$ cat src/sv/bsim_pkg.sv
// ----------------------------------------------------------------------------
// bsim_pkg
// Types, codes and constants shared by the bank switch IRQ mapper files.
// ----------------------------------------------------------------------------
`default_nettype none

package bsim_pkg;

  localparam int CHR_BANKS = 8;
  localparam int CHR_IDX_W = $clog2(CHR_BANKS);

  localparam int CFG_IDX_W  = 3;
  localparam int CFG_DATA_W = 12;

  // configuration register indexes
  localparam logic [CFG_IDX_W-1:0] CFG_VARIANT  = 3'd0;
  localparam logic [CFG_IDX_W-1:0] CFG_PRG_AND  = 3'd1;
  localparam logic [CFG_IDX_W-1:0] CFG_PRG_OR   = 3'd2;
  localparam logic [CFG_IDX_W-1:0] CFG_CHR_AND  = 3'd3;
  localparam logic [CFG_IDX_W-1:0] CFG_CHR_OR   = 3'd4;
  localparam logic [CFG_IDX_W-1:0] CFG_EXTRA    = 3'd5;

  // mapper register select, address bits 3..0
  localparam logic [3:0] REG_CHR_FIRST = 4'h0;
  localparam logic [3:0] REG_CHR_LAST  = 4'h7;
  localparam logic [3:0] REG_PRG       = 4'h8;
  localparam logic [3:0] REG_MIRROR    = 4'h9;
  localparam logic [3:0] REG_IRQ_CTRL  = 4'hA;
  localparam logic [3:0] REG_CNT_LO    = 4'hB;
  localparam logic [3:0] REG_CNT_HI    = 4'hC;
  localparam logic [3:0] REG_WRAM      = 4'hD;

  localparam logic [1:0] VARIANT_ORIGINAL = 2'd0;
  localparam logic [1:0] VARIANT_LATCH_HI = 2'd1;

  localparam logic [7:0] PRG_FIXED_BANK = 8'hFF;
  localparam int         WRAM_EN_BIT    = 5;

  // output tdata bit positions
  localparam int OUT_IRQ_LSB    = 0;
  localparam int OUT_BANK_LSB   = 1;
  localparam int OUT_REGION_LSB = 13;
  localparam int OUT_MIRROR_LSB = 15;
  localparam int OUT_USED_W     = 17;
  localparam int OUT_TDATA_W    = 24;
  localparam int IN_TDATA_W     = 24;

  typedef enum logic [1:0] {
    CMD_WRITE = 2'd0,
    CMD_TICK  = 2'd1,
    CMD_PRG   = 2'd2,
    CMD_CHR   = 2'd3
  } cmd_t;

  typedef enum logic [1:0] {
    REGION_ROM  = 2'd0,
    REGION_RAM  = 2'd1,
    REGION_OPEN = 2'd2,
    REGION_NONE = 2'd3
  } region_t;

  typedef struct packed {
    cmd_t        cmd;
    logic [15:0] addr;
    logic [7:0]  data;
  } item_t;

  typedef struct packed {
    logic [1:0]  variant;
    logic [7:0]  prg_and_mask;
    logic [9:0]  prg_or_value;
    logic [7:0]  chr_and_mask;
    logic [11:0] chr_or_value;
    logic        extra_rom_present;
  } cfg_t;

  typedef struct packed {
    logic        irq_asserted;
    logic [11:0] bank;
    region_t     region_kind;
    logic [1:0]  mirror_mode;
  } res_t;

endpackage

`default_nettype wire

$ cat src/sv/bsim_cfg_regs.sv
// ----------------------------------------------------------------------------
// bsim_cfg_regs
// Configuration register file with plain write port, no read-back.
// ----------------------------------------------------------------------------
`default_nettype none

module bsim_cfg_regs (
  input  wire logic                           clk,
  input  wire logic                           rst_n,
  input  wire logic                           cfg_we,
  input  wire logic [bsim_pkg::CFG_IDX_W-1:0]  cfg_idx,
  input  wire logic [bsim_pkg::CFG_DATA_W-1:0] cfg_wdata,
  output bsim_pkg::cfg_t                      cfg
);
  import bsim_pkg::*;

  cfg_t cfg_r;
  cfg_t cfg_nxt;

  always_comb begin
    cfg_nxt = cfg_r;
    if (cfg_we) begin
      unique case (cfg_idx)
        CFG_VARIANT: cfg_nxt.variant           = cfg_wdata[1:0];
        CFG_PRG_AND: cfg_nxt.prg_and_mask      = cfg_wdata[7:0];
        CFG_PRG_OR:  cfg_nxt.prg_or_value      = cfg_wdata[9:0];
        CFG_CHR_AND: cfg_nxt.chr_and_mask      = cfg_wdata[7:0];
        CFG_CHR_OR:  cfg_nxt.chr_or_value      = cfg_wdata[11:0];
        CFG_EXTRA:   cfg_nxt.extra_rom_present = cfg_wdata[0];
        default: ;
      endcase
    end
  end

  always_ff @(posedge clk) begin
    if (!rst_n) begin
      cfg_r.variant           <= VARIANT_ORIGINAL;
      cfg_r.prg_and_mask      <= 8'hFF;
      cfg_r.prg_or_value      <= '0;
      cfg_r.chr_and_mask      <= 8'hFF;
      cfg_r.chr_or_value      <= '0;
      cfg_r.extra_rom_present <= 1'b0;
    end else begin
      cfg_r <= cfg_nxt;
    end
  end

  assign cfg = cfg_r;

endmodule

`default_nettype wire

$ cat src/sv/bsim_core.sv
// ----------------------------------------------------------------------------
// bsim_core
// Mapper state, register decode, IRQ counter and bank translation.
// ----------------------------------------------------------------------------
`default_nettype none

module bsim_core (
  input  wire logic            clk,
  input  wire logic            rst_n,
  input  wire logic            fire,
  input  bsim_pkg::item_t      item,
  input  bsim_pkg::cfg_t       cfg,
  output bsim_pkg::res_t       res
);
  import bsim_pkg::*;

  logic [7:0]  prg_bank_r, prg_bank_nxt;
  logic [7:0]  chr_bank_r   [CHR_BANKS];
  logic [7:0]  chr_bank_nxt [CHR_BANKS];
  logic [1:0]  mirror_r, mirror_nxt;
  logic [15:0] cnt_r, cnt_nxt;
  logic [15:0] latch_r, latch_nxt;
  logic        irq_en_r, irq_en_nxt;
  logic        ram_en_r, ram_en_nxt;
  logic        irq_r, irq_nxt;

  logic                 direct;
  logic                 decoded;
  logic [15:0]          cnt_dec;
  logic [15:0]          cnt_load;
  logic [CHR_IDX_W-1:0] chr_idx;
  logic [CHR_IDX_W-1:0] wr_idx;

  assign direct  = (cfg.variant == VARIANT_ORIGINAL);
  assign cnt_dec = cnt_r - 16'd1;
  assign chr_idx = item.addr[10 +: CHR_IDX_W];
  assign wr_idx  = item.addr[CHR_IDX_W-1:0];
  assign cnt_load = direct ? cnt_r : latch_r;

  always_comb begin
    if (direct) begin
      decoded = (item.addr[15:13] == 3'b011);
    end else if (cfg.variant == VARIANT_LATCH_HI) begin
      decoded = item.addr[15];
    end else begin
      decoded = item.addr[15] | (item.addr[14] & item.addr[13]);
    end
  end

  // next state
  always_comb begin
    prg_bank_nxt = prg_bank_r;
    chr_bank_nxt = chr_bank_r;
    mirror_nxt   = mirror_r;
    cnt_nxt      = cnt_r;
    latch_nxt    = latch_r;
    irq_en_nxt   = irq_en_r;
    ram_en_nxt   = ram_en_r;
    irq_nxt      = irq_r;
    if (item.cmd == CMD_WRITE && decoded) begin
      unique case (item.addr[3:0]) inside
        [REG_CHR_FIRST:REG_CHR_LAST]: chr_bank_nxt[wr_idx] = item.data;
        REG_PRG:    prg_bank_nxt = item.data;
        REG_MIRROR: mirror_nxt   = item.data[1:0];
        REG_IRQ_CTRL: begin
          irq_en_nxt = item.data[0];
          cnt_nxt    = cnt_load;
          irq_nxt    = item.data[0] && (cnt_load == 16'd0);
        end
        REG_CNT_LO: begin
          if (direct) cnt_nxt   = {cnt_r[15:8], item.data};
          else        latch_nxt = {latch_r[15:8], item.data};
        end
        REG_CNT_HI: begin
          if (direct) cnt_nxt   = {item.data, cnt_r[7:0]};
          else        latch_nxt = {item.data, latch_r[7:0]};
        end
        REG_WRAM: begin
          if (!direct) ram_en_nxt = item.data[WRAM_EN_BIT];
        end
        default: ;
      endcase
    end else if (item.cmd == CMD_TICK && irq_en_r) begin
      cnt_nxt = cnt_dec;
      if (cnt_dec == 16'd0) irq_nxt = 1'b1;
    end
  end

  // result
  always_comb begin
    res.irq_asserted = irq_nxt;
    res.mirror_mode  = mirror_nxt;
    res.bank         = '0;
    res.region_kind  = REGION_NONE;
    case (item.cmd)
      CMD_PRG: begin
        if (item.addr[15:14] == 2'b11) begin
          res.bank        = {2'b00, {2'b00, PRG_FIXED_BANK & cfg.prg_and_mask}
                             | cfg.prg_or_value};
          res.region_kind = REGION_ROM;
        end else if (item.addr[15]) begin
          res.bank        = {2'b00, {2'b00, prg_bank_r & cfg.prg_and_mask}
                             | cfg.prg_or_value};
          res.region_kind = REGION_ROM;
        end else if (item.addr[14:13] == 2'b11) begin
          res.region_kind = (ram_en_r || cfg.extra_rom_present) ? REGION_RAM
                                                                : REGION_OPEN;
        end
      end
      CMD_CHR: begin
        res.bank        = {4'b0000, chr_bank_r[chr_idx] & cfg.chr_and_mask}
                          | cfg.chr_or_value;
        res.region_kind = REGION_ROM;
      end
      default: ;
    endcase
  end

  always_ff @(posedge clk) begin
    if (!rst_n) begin
      prg_bank_r <= '0;
      for (int i = 0; i < CHR_BANKS; i++) begin
        chr_bank_r[i] <= 8'(i);
      end
      mirror_r <= '0;
      cnt_r    <= '0;
      latch_r  <= '0;
      irq_en_r <= 1'b0;
      ram_en_r <= 1'b0;
      irq_r    <= 1'b0;
    end else if (fire) begin
      prg_bank_r <= prg_bank_nxt;
      chr_bank_r <= chr_bank_nxt;
      mirror_r   <= mirror_nxt;
      cnt_r      <= cnt_nxt;
      latch_r    <= latch_nxt;
      irq_en_r   <= irq_en_nxt;
      ram_en_r   <= ram_en_nxt;
      irq_r      <= irq_nxt;
    end
  end

endmodule

`default_nettype wire

$ cat src/sv/bank_switch_irq_mapper.sv
// An item loads the input register at its transfer, then the result register,
//   from which it leaves at the earliest output transfer.
// Throughput: one item per cycle unless the result stalls; the mapper state updates in a single pass.
// A stalled result holds the input register, which backs up in_tready.
// Reset (rst_n low, synchronous) empties both stages and restores registers.
// ----------------------------------------------------------------------------
// bank_switch_irq_mapper
// Cartridge mapper: bank registers, CPU-cycle IRQ counter, bank translation.
// ----------------------------------------------------------------------------
`default_nettype none

module bank_switch_irq_mapper (
  input  wire logic                           clk,
  input  wire logic                           rst_n,
  input  wire logic                           in_tvalid,
  output logic                                in_tready,
  input  wire logic [23:0]                    in_tdata,  // addr[15:0], data[23:16]
  input  wire logic [1:0]                     in_tuser,  // cmd[1:0]
  output logic                                out_tvalid,
  input  wire logic                           out_tready,
  output logic [23:0]                         out_tdata, // irq_asserted[0],
                                                         // bank[12:1],
                                                         // region_kind[14:13],
                                                         // mirror_mode[16:15],
                                                         // zero[23:17]
  input  wire logic                           cfg_we,
  input  wire logic [bsim_pkg::CFG_IDX_W-1:0]  cfg_idx,
  input  wire logic [bsim_pkg::CFG_DATA_W-1:0] cfg_wdata
);
  import bsim_pkg::*;

  cfg_t  cfg;
  res_t  res;
  item_t s1_item_r;
  logic  s1_vld_r;
  logic  out_vld_r;
  logic [OUT_TDATA_W-1:0] out_data_r;
  logic  out_free;
  logic  fire;

  assign out_free  = !out_vld_r || out_tready;
  assign fire      = s1_vld_r && out_free;
  assign in_tready = !s1_vld_r || out_free;

  bsim_cfg_regs u_cfg (
    .clk       (clk),
    .rst_n     (rst_n),
    .cfg_we    (cfg_we),
    .cfg_idx   (cfg_idx),
    .cfg_wdata (cfg_wdata),
    .cfg       (cfg)
  );

  bsim_core u_core (
    .clk   (clk),
    .rst_n (rst_n),
    .fire  (fire),
    .item  (s1_item_r),
    .cfg   (cfg),
    .res   (res)
  );

  always_ff @(posedge clk) begin
    if (!rst_n) begin
      s1_vld_r  <= 1'b0;
      out_vld_r <= 1'b0;
    end else begin
      if (in_tready) s1_vld_r <= in_tvalid;
      if (out_free)  out_vld_r <= s1_vld_r;
    end
  end

  always_ff @(posedge clk) begin
    if (in_tvalid && in_tready) begin
      s1_item_r.cmd  <= cmd_t'(in_tuser);
      s1_item_r.addr <= in_tdata[15:0];
      s1_item_r.data <= in_tdata[23:16];
    end
    if (fire) begin
      out_data_r <= {{(OUT_TDATA_W-OUT_USED_W){1'b0}}, res.mirror_mode,
                     res.region_kind, res.bank, res.irq_asserted};
    end
  end

  assign out_tvalid = out_vld_r;
  assign out_tdata  = out_data_r;

endmodule

`default_nettype wire

$ cat config.mk
export PLATFORM = sky130hd
export DESIGN_NAME = bank_switch_irq_mapper
export DESIGN_NICKNAME = d
export VERILOG_FILES = /design/src/sv/bsim_pkg.sv /design/src/sv/bsim_cfg_regs.sv /design/src/sv/bsim_core.sv /design/src/sv/bank_switch_irq_mapper.sv
export SDC_FILE = /design/constraint.sdc
export NUM_CORES = 1
export LEC_CHECK = 0
export BUFFER_PORTS_ARGS = -buffer_cell sky130_fd_sc_hd__buf_2
export CAP_MARGIN = 5
export CORE_AREA = 3 3 164 166
export CTS_CLUSTER_DIAMETER = 100
export CTS_CLUSTER_SIZE = 20
export DETAILED_ROUTE_END_ITERATION = 7
export DIE_AREA = 0 0 167 169
export PLACE_DENSITY = 0.64
export SYNTH_ARGS = -nofsm -noshare
export SYNTH_HDL_FRONTEND = slang
export SYNTH_SLANG_ARGS = --single-unit
$ cat constraint.sdc
create_clock -name clk -period 2.55 [get_ports clk]
set_clock_uncertainty 0.1 [all_clocks]
set_input_delay 0.1275 -clock clk [delete_from_list [all_inputs] [get_ports clk]]
set_output_delay 0.1275 -clock clk [all_outputs]
set_load 0.1 [all_outputs]
==> flow_summary.toml, run 1 <==
[status]
status = "complete, no violations"

[floorplanning]
io_pins = 72
core-area_um2 = 25800
die_width_um = 167
start_util_pct = 34.4
die_height_um = 169
die_area_um2 = 28200
row_count = 59

[layout]
antenna_cells = 0
drive_gt1_share_pct = 18.1
fin_nets = 1073
multiInputGateArea_um2 = 4420
fillers = 2483
instances_no_fill = 1372
area_growth_pct = 20.3
fin_util_pct = 41.4
regArea_um2 = 4160

[setup_path]
endpoint_kind = "flop"
worstRegToRegCells = 6
r2r-start = "u_core.cnt_r[1]"
crit_path_max_fanout = 5
critPathKind = "reg -> reg"
cp-startpoint = "u_core.cnt_r[1]"
worstPathArrival_ns = 2.57
cp.required_ns = 2.62
cp-start-kind = "flop"
r2r_slack_ns = 0.05

[route]
routed_wl_um = 23000
final_antenna_net_count = 0
vias_per_cell = 5.18
num_vias = 7104
wl_met3_um = 846
wl_met1_um = 10900
dr.pass1.iters = 5
met2_length_um = 10900
wl_per_cell_um = 16.8
drcViolationCount = 0
route.top_layer_used = "met4"
drtIter0Drc = 534

[yosys]
synthArstFlopShare_pct = 0
ys_ff_latch = 189
synth.most_common_cell = "nand2_1"
synth_top_area_share_pct = 34.4
syn_avg_cell_area_um2 = 9.54
syn-cell-area_um2 = 8860
yosys-top-cells-count = "157 x nand2_1, 152 x dfxtp_1, 70 x nand3_1"
synth_edf_count = 37
ys_seq_area_share_pct = 46.9
syn_inst = 929
synth_cell_type_count = 62
ys.flop_type = "dfxtp_1"
synth_area_leader_cell = "dfxtp_1"
synthTopCellsByArea = "dfxtp_1 34%, edfxtp_1 13%, mux2i_1 7.8%, nand2_1 6.7%, a21boi_0 4.5%"
ys.warnings.count = 0

[clocking]
path_clk_slew_ns = 0.07
ctsHtreeMaxLevel = 4
root_buffer = "clkbuf_16"
clock-sinks = 189
clock_latency_ns = 0.44
cts_buffers = 17
cts_tree = "yes"
cts.path.max_buffers = 2

[grt]
grt_use_total_pct = 16.4
grt_pass1_vias = 6830
grt_max_degree = 75
grt_overflow_total = 0
grt_pass1_wl_um = 37300
antenna_found_initial = 0

[timing]
maxSlewHeadroom_pct = 48.4
hold_viol = 0
min_period_over_period_pct = 98.1
fin_crit_ns = 2.50
setup_slack_ns = 0.0489
drv_slew = 0
worst_pin_slew_ns = 0.771
tns_ns = 0
max_freq_mhz = 400
setup_viol = 0
rsz0062_at_grt = "true"

[power]
ir_worst_vdd_uv = 441
fin_total_pwr_mw = 6.26
power.leakage_nw = 3.87
cellPowerDensity_nw_per_um2 = 587

[flow_run]
drv_cap = 0

[place]
dpl.cell_count = 1304
place_ws_ns = 0.0270
io_buffers = 58
routabilityCongestion = 0.829
place_hpwl_um = 15400

[hold_path]
whs_path_depth = 2
hp-class = "in -> reg"
worstHoldStart = "rst_n"
-- flip-flops by register name, indices dropped and copies added, names as in the netlist --
name	count
out_tvalid	1
s1_vld_r	1
u_core.mirror_r	2
u_core.irq_r	1
u_cfg.cfg	41
out_tdata	17
u_core.cnt_r	16
u_core.chr_bank_r	64
u_core.ram_en_r	1
u_core.latch_r	16
u_core.irq_en_r	1
u_core.prg_bank_r	8
s1_item_r	20
-- path summary, 6_finish.rpt --
path	to
max reg2reg	out_tdata[0]
max	out_tdata[0]
min reg2reg	u_core.chr_bank_r[17]
min	u_cfg.cfg[13]
-- repair_timing --
action	4_1_cts	5_1_grt
hold buffers	35	0
resized for setup	0	4
buffers inserted	0	2
endpoints found under the setup margin	0	3
endpoints found under the hold margin	63	0
-- per-stage QoR --
stage	hold slack [ns]	cell area (um2)
final	0.0105	10700
after global routing	0.0178	10700
after CTS	0.000598	10600
after detailed placement	0.206	9740
after global placement	0.206	9740
after floorplan	0.126	8900
-- final cells by class --
type | count | share of cell area (%)
Multi-Input combinational cell | 669 | 41.5
Sequential cell | 189 | 39.1
Timing Repair Buffer | 145 | 10.3
Clock buffer | 19 | 4.06
Tap cell | 335 | 3.93
Clock inverter | 12 | 1.06
Inverter | 3 | 0.141
-- kinds of logic after synthesis --
kind of cell,after synthesis,synth area share [%]
other,1,0.0423
XOR/XNOR,6,0.593
AO/OA/AOI/OAI,176,13.5
multiplexers,95,13.1
adder cells (fa/ha/maj),2,0.282
buffers and inverters,77,3.74
AND/OR/NAND/NOR,383,21.9
flip-flops,189,46.9
-- metal layers --
| layer | global-route usage [%] | vias to the layer above |
|---|---|---|
| met5 | 0 | - |
| met3 | 2.62 | 27 |
| met2 | 26.5 | 166 |
| met1 | 22.6 | 3424 |
| li1 | - | 3487 |
| met4 | 5.38 | 0 |
-- power breakdown --
group	leakage [nW]	internal, mW	switching, mW
Sequential	1.58	3.10	0.0659
Clock	0.266	1.35	1.16
Combinational	2.02	0.199	0.379
-- worst max-delay path: stages (launching register included) --
cell and delay [ns]:
dfxtp_2 0.34, or4_4 0.52, or3_4 0.40, or3_4 0.35, xor2_1 0.15, a311oi_2 0.31, nor3_1 0.08
-- cell usage in the layout (no fill, tap or decap), drive strengths merged, types with 4 or more instances in the layout --
| cell type | n |
|---|---|
| mux2 | 10 |
| or3 | 4 |
| and3 | 4 |
| o211ai | 6 |
| edfxtp | 37 |
| nand3 | 70 |
| buf | 110 |
| and2 | 4 |
| nor4 | 13 |
| conb | 7 |
| clkbuf | 19 |
| o31ai | 5 |
| a31oi | 8 |
| a311oi | 5 |
| a21boi | 53 |
| nor3 | 14 |
| nand2b | 10 |
| a21oi | 31 |
| o221ai | 4 |
| o21ai | 36 |
| clkinv | 6 |
| mux4 | 16 |
| inv | 6 |
| nand2 | 158 |
| dlygate4sd3 | 35 |
| o211a | 4 |
| xnor2 | 5 |
| nor2b | 62 |
| dfxtp | 152 |
| nand4 | 5 |
| o21a | 10 |
| mux2i | 69 |
| nor2 | 26 |
No activity file was read; power rests on OpenSTA's default activity.
==> run 2: changes to the inputs <==
--- a/config.mk
+++ b/config.mk
@@ -5,13 +5,14 @@
 export SDC_FILE = /design/constraint.sdc
 export NUM_CORES = 1
 export LEC_CHECK = 0
+export ABC_AREA = 1
 export BUFFER_PORTS_ARGS = -buffer_cell sky130_fd_sc_hd__buf_2
 export CAP_MARGIN = 5
-export CORE_AREA = 3 3 164 166
+export CORE_AREA = 3 3 160 162
 export CTS_CLUSTER_DIAMETER = 100
 export CTS_CLUSTER_SIZE = 20
 export DETAILED_ROUTE_END_ITERATION = 7
-export DIE_AREA = 0 0 167 169
+export DIE_AREA = 0 0 163 165
 export PLACE_DENSITY = 0.64
 export SYNTH_ARGS = -nofsm -noshare
 export SYNTH_HDL_FRONTEND = slang
==> constraint.sdc (replaced) <==
create_clock -name clk -period 2.55 [get_ports clk]
set_clock_uncertainty 0.1 [all_clocks]
set_input_delay 0.6375 -clock clk [delete_from_list [all_inputs] [get_ports clk]]
set_output_delay 0.6375 -clock clk [all_outputs]
set_load 0.1 [all_outputs]
==> run 2 against run 1 <==
Net effect:
- cell area is 8.5% lower
- power is 8.2% higher
- worst setup slack better by 0.37 ns
- register-to-register slack better by 0.37 ns
- synthesized cell count is 17% higher
- flip-flop and latch count stayed put
- utilization is 1.2 points lower
- first-iteration DRC count is 28% higher
- combinational power is 27% higher
- clock-buffer cell count is 3 higher
- critical path depth is 3 higher
- critical endpoint is now u_core.cnt_r[4]
- largest power group unchanged
- highest routed layer unchanged
==> flow_summary.toml, run 2 <==
[clocking]
ctsHtreeMaxLevel = 4
clock-sinks = 189
ctsResizeCount = 0
path_clk_slew_ns = 0.07
cts_setup_buffers = 0
cts_tree = "yes"
root_buffer = "clkbuf_16"
cts.path.max_buffers = 2
clock_latency_ns = 0.44
hold_buffers = 0
cts_buffers = 17

[layout]
final_area_um2 = 9750
regArea_um2 = 4150
mostFrequentLayoutCells = "168 x o21ai_0, 160 x nor2_1, 152 x dfxtp_1"
fin_nets = 1182
multiInputGateArea_um2 = 3690
largest_register_ffs = 64
drive_gt1_share_pct = 13.3
fin_util_pct = 40.2
final_common_cell = "o21ai_0"
antenna_cells = 0
largest_register = "u_core.chr_bank_r"
area_growth_pct = 15.0
fillers = 2491

[yosys]
ys_ff_latch = 189
synthTopCellsByArea = "dfxtp_1 36%, edfxtp_1 13%, o21ai_0 9.9%, nor2_1 7.1%, nand2_1 6.2%"
syn_avg_cell_area_um2 = 7.80
synth.most_common_cell = "o21ai_0"
synth_top_area_share_pct = 35.9
ys.flop_type = "dfxtp_1"
ys_seq_area_share_pct = 49.0
yosys-top-cells-count = "168 x o21ai_0, 160 x nor2_1, 152 x dfxtp_1"
synth_cell_type_count = 41
synthArstFlopShare_pct = 0
syn-cell-area_um2 = 8480
synth_edf_count = 37
syn_inst = 1087
ys.warnings.count = 0
synth_area_leader_cell = "dfxtp_1"

[power]
power.leakage_nw = 4.12
fin_total_pwr_mw = 6.77
ir_worst_vdd_uv = 371
cellPowerDensity_nw_per_um2 = 694

[timing]
tns_ns = 0
hold_viol = 0
setup_viol = 0
rsz0062_at_grt = "false"
min_period_over_period_pct = 83.4
drv_slew = 0
setup_slack_ns = 0.422
worst_pin_slew_ns = 0.666
max_freq_mhz = 470
maxSlewHeadroom_pct = 55.5
fin_crit_ns = 2.13

[grt]
grt_pass1_vias = 6789
grt_pass1_wl_um = 36200
antenna_found_initial = 0
grt_max_degree = 74
grt_overflow_total = 0
grt_use_total_pct = 17.0

[route]
dr.pass1.iters = 5
num_vias = 7530
final_antenna_net_count = 0
drtIter0Drc = 682
wl_per_cell_um = 15.6
routed_wl_um = 22900
vias_per_cell = 5.12
drcViolationCount = 0

[setup_path]
worstPathArrival_ns = 2.35
crit_path_max_fanout = 25
cp-start-kind = "flop"
endpoint_kind = "flop"
critPathKind = "reg -> reg"
cp.required_ns = 2.77

[place]
io_buffers = 58
routabilityCongestion = 0.860
place_ws_ns = 0.281
placed_area_um2 = 9110
place_hpwl_um = 15700

[flow_run]
drv_cap = 0

[floorplanning]
io_pins = 72
die_height_um = 165
core-area_um2 = 24200
row_count = 57
die_area_um2 = 26900
start_util_pct = 35.0
die_width_um = 163

[hold_path]
hp-class = "in -> reg"

[status]
status = "complete, no violations"
run 2: cell types whose count changed in the layout (fill, tap and decap cells not counted), moves of 18 or more:
cell / change
inv_1: +75
nor2_1: +134
buf_4: -21
o21ai_0: +132
a21boi_0: -53
nand3_1: -30
mux2i_1: -69
a211oi_1: +21
o21ai_1: +18
dlygate4sd3_1: -35
a21oi_1: +59
nor2b_1: -62
o22ai_1: +22
run 2: cells by family (layout without fill, tap and decap cells):
family	after synthesis	in the layout	synth area share, %
other cells	1	7	0.0442
xor+xnor	2	2	0.207
flops	189	189	49.0
buf+inv	155	209	7.88
compound gates	355	355	23.1
fa+ha+maj	2	2	0.295
simple gates	383	383	19.5
run 2: metrics by stage:
step | instances | hold slack [ns]
global placement | 1439 | 0.331
detailed placement | 1439 | 0.338
CTS | 1471 | 0.262
finish | 1471 | 0.271
floorplan | 1093 | 0.323
global route | 1471 | 0.252
run 2: final timing paths:
| check | start | endpoint | slack (ns) | cells after the start |
|---|---|---|---|---|
| worst max-delay path | u_cfg.cfg[39] | u_core.cnt_r[4] | 0.42 | 9 |
| worst min register to register | u_cfg.cfg[6] | u_cfg.cfg[6] | 0.35 | 2 |
| worst min-delay path | in_tdata[17] | s1_item_r[1] | 0.27 | 1 |
| worst max register to register | u_cfg.cfg[39] | u_core.cnt_r[4] | 0.42 | 9 |
run 2: area by class of cell:
| type | count | area share [%] |
|---|---|---|
| clock buffer | 22 | 5.09 |
| clock inverter | 10 | 1.49 |
| inverter | 91 | 3.55 |
| multi-input combinational | 749 | 37.8 |
| sequential | 189 | 42.6 |
| tap | 324 | 4.16 |
| timing repair buffer | 86 | 5.26 |
run 2: power breakdown:
part           switching (mW)  total, mW  internal (mW)
clock                    1.17       2.87           1.70
combinational           0.546      0.732          0.186
sequential             0.0472       3.17           3.12
run 2: layer usage:
metal / GRT usage (%) / up-vias / share of wire (%) / routed length, um
met3: 3.51 / 31 / 5.1 / 1160
met5: 0 / - / 0 / 0
met4: 5.04 / 0 / 2.0 / 460
met1: 24.0 / 3511 / 47 / 10800
met2: 26.3 / 201 / 46 / 10500
li1: - / 3787 / - / -
run 2: worst max-delay path, cell delays in order, from the launching register on:
cell,delay [ns]
dfxtp_1,0.34
nor2_4,0.14
buf_4,0.27
inv_1,0.22
nand3_1,0.18
o21ai_1,0.11
nor2_4,0.32
o211ai_1,0.16
o21ai_0,0.11
nor2_1,0.05
==> run 3: changes to the inputs <==
--- a/config.mk
+++ b/config.mk
@@ -13,7 +13,7 @@
 export CTS_CLUSTER_SIZE = 20
 export DETAILED_ROUTE_END_ITERATION = 7
 export DIE_AREA = 0 0 163 165
-export PLACE_DENSITY = 0.64
+export PLACE_DENSITY = 0.62
 export SYNTH_ARGS = -nofsm -noshare
 export SYNTH_HDL_FRONTEND = slang
 export SYNTH_SLANG_ARGS = --single-unit
==> constraint.sdc (replaced) <==
create_clock -name clk -period 2.1 [get_ports clk]
set_clock_uncertainty 0.1 [all_clocks]
set_input_delay 0.525 -clock clk [delete_from_list [all_inputs] [get_ports clk]]
set_output_delay 0.525 -clock clk [all_outputs]
set_load 0.1 [all_outputs]
==> run 3 against run 2 <==
Net effect:
- final cell count rose by 1.2%
- die area did not move
- fmax rose by 7.0%
- via count rose by 0.12%
- power rose by 16%
- clock power rose by 7%
- critical path depth rose by 1
- sequential share of layout area fell by 0.60 points
- utilization rose by 0.61 points
- non-clock buffer count rose by 17
- largest cell class unchanged
- clock-buffer cell count fell by 4
- sequential power rose by 21%
==> flow_summary.toml, run 3 (synthesis results as in run 2) <==
[status]
status = "complete, no violations"

[hold_path]
hp-class = "in -> reg"

[setup_path]
cp-start-kind = "flop"
path_cells = "inv_2 > nand2_1 > nor2_1 > nand2_1 > nand2_2 > inv_1 > a22oi_1 > o211ai_1 > o21ai_0 > nor2_1"
r2r-end = "u_core.cnt_r[4]"
worstRegToRegCells = 10
crit_path_max_fanout = 9
critPathKind = "reg -> reg"
endpoint_kind = "flop"
critPathCapture = "u_core.cnt_r[4]"
cp-startpoint = "s1_item_r[10]"
max_stage_delay_ns = 0.50
crit_slowest_cell = "edfxtp_1"
cp.required_ns = 2.32
r2r-start = "s1_item_r[10]"
worstPathArrival_ns = 2.21
r2r_slack_ns = 0.11

[route]
final_antenna_net_count = 0
num_vias = 7539
drtIter0Drc = 764
vias_per_cell = 5.07
wl_per_cell_um = 15.6
dr.pass1.iters = 5
drcViolationCount = 0
routed_wl_um = 23200

[timing]
rsz0062_at_grt = "true"
drv_slew = 0
maxSlewHeadroom_pct = 56.9
whs_ns = 0.158
min_period_over_period_pct = 94.7
hold_viol = 0
fin_crit_ns = 1.99
setup_slack_ns = 0.110
max_freq_mhz = 503
setup_viol = 0
worst_pin_slew_ns = 0.646

[grt]
grt_max_degree = 115
antenna_found_initial = 0
grt_pass1_vias = 7167
grt_pass1_wl_um = 37200
grt_use_total_pct = 17.4
grt_overflow_total = 0

[power]
fin_total_pwr_mw = 7.85
power.leakage_nw = 4.18
ir_worst_vdd_uv = 462
cellPowerDensity_nw_per_um2 = 793

[clocking]
path_clk_slew_ns = 0.08
cts_buffers = 17
root_buffer = "clkbuf_16"
clock_latency_ns = 0.43
ctsHtreeMaxLevel = 4
clock-sinks = 189
hold_buffers = 0
cts_tree = "yes"
cts.path.max_buffers = 2

[layout]
drive_gt1_share_pct = 15.1
largest_register_ffs = 64
antenna_cells = 0
final_common_cell = "o21ai_0"
fin_util_pct = 40.8
mostFrequentLayoutCells = "167 x o21ai_0, 157 x nor2_1, 151 x dfxtp_1"
largest_register = "u_core.chr_bank_r"
area_growth_pct = 16.8
fin_nets = 1199

[floorplanning]
core-area_um2 = 24200
start_util_pct = 35.0
die_area_um2 = 26900
io_pins = 72
row_count = 57
die_height_um = 165
die_width_um = 163

[flow_run]
drv_cap = 0

[place]
place_hpwl_um = 15900
io_buffers = 58
routabilityCongestion = 0.893
place_ws_ns = 0.0833
==> run 3: cell types whose count changed in the layout (fill, tap and decap cells not counted), sizes merged <==
cell	delta
buf	+17
clkbuf	-4
bufinv	-3
clkinv	+3
inv	+3
clkinvlp	+1
==> run 3: per-layer routing <==
metal  global-route usage [%]  wire, um  vias up
met2                     28.4     10900      184
met1                     24.0     11000     3509
li1                         -         -     3821
met5                        0         0        -
met4                     5.19       319        0
met3                     2.51       991       25
==> run 3: report_power, final <==
group	internal [mW]	total [mW]	switching [mW]
registers	3.78	3.84	0.0560
logic	0.255	0.930	0.675
clock network	1.56	3.07	1.51
==> run 3: worst min-delay path by stage <==
stage                        startpoint  depth (start not counted)  slack, ns             to
after floorplan           u_cfg.cfg[13]                          2       0.32  u_cfg.cfg[13]
after global placement    u_cfg.cfg[16]                          2       0.33  u_cfg.cfg[16]
after detailed placement  u_cfg.cfg[16]                          2       0.34  u_cfg.cfg[16]
after CTS                  in_tdata[10]                          1       0.14  s1_item_r[18]
after global routing       in_tdata[19]                          1       0.15   s1_item_r[3]
final                      in_tdata[10]                          1       0.16  s1_item_r[18]
==> run 3: per-stage QoR <==
step	std cells	area, um2	TNS [ns]
floorplan	1093	8510	0
global placement	1454	9290	0
detailed placement	1454	9290	0
CTS	1486	9840	0
global route	1488	9900	-0.0591
finish	1488	9900	0
==> run 3: critical path, delay by kind of cell (launching register included) <==
family                 cells  cell delay (ns)
buffers and inverters      2             0.19
DFF                        1             0.50
AOI/OAI and AO/OA          3             0.41
and+or+nand+nor            5             0.65
==> run 3: layout make-up <==
cell class / instances / area (um2)
clock inverter: 14 / 126
multi-input combinational: 749 / 3720
sequential: 189 / 4160
timing repair buffer: 103 / 709
inverter: 91 / 352
tap: 324 / 405
fill: 2471 / 14400
clock buffer: 18 / 429
==> run 3: what timing repair did <==
action,in CTS,in global routing
setup endpoints to repair,0,9
gates resized for setup,0,12
buffers inserted,0,2
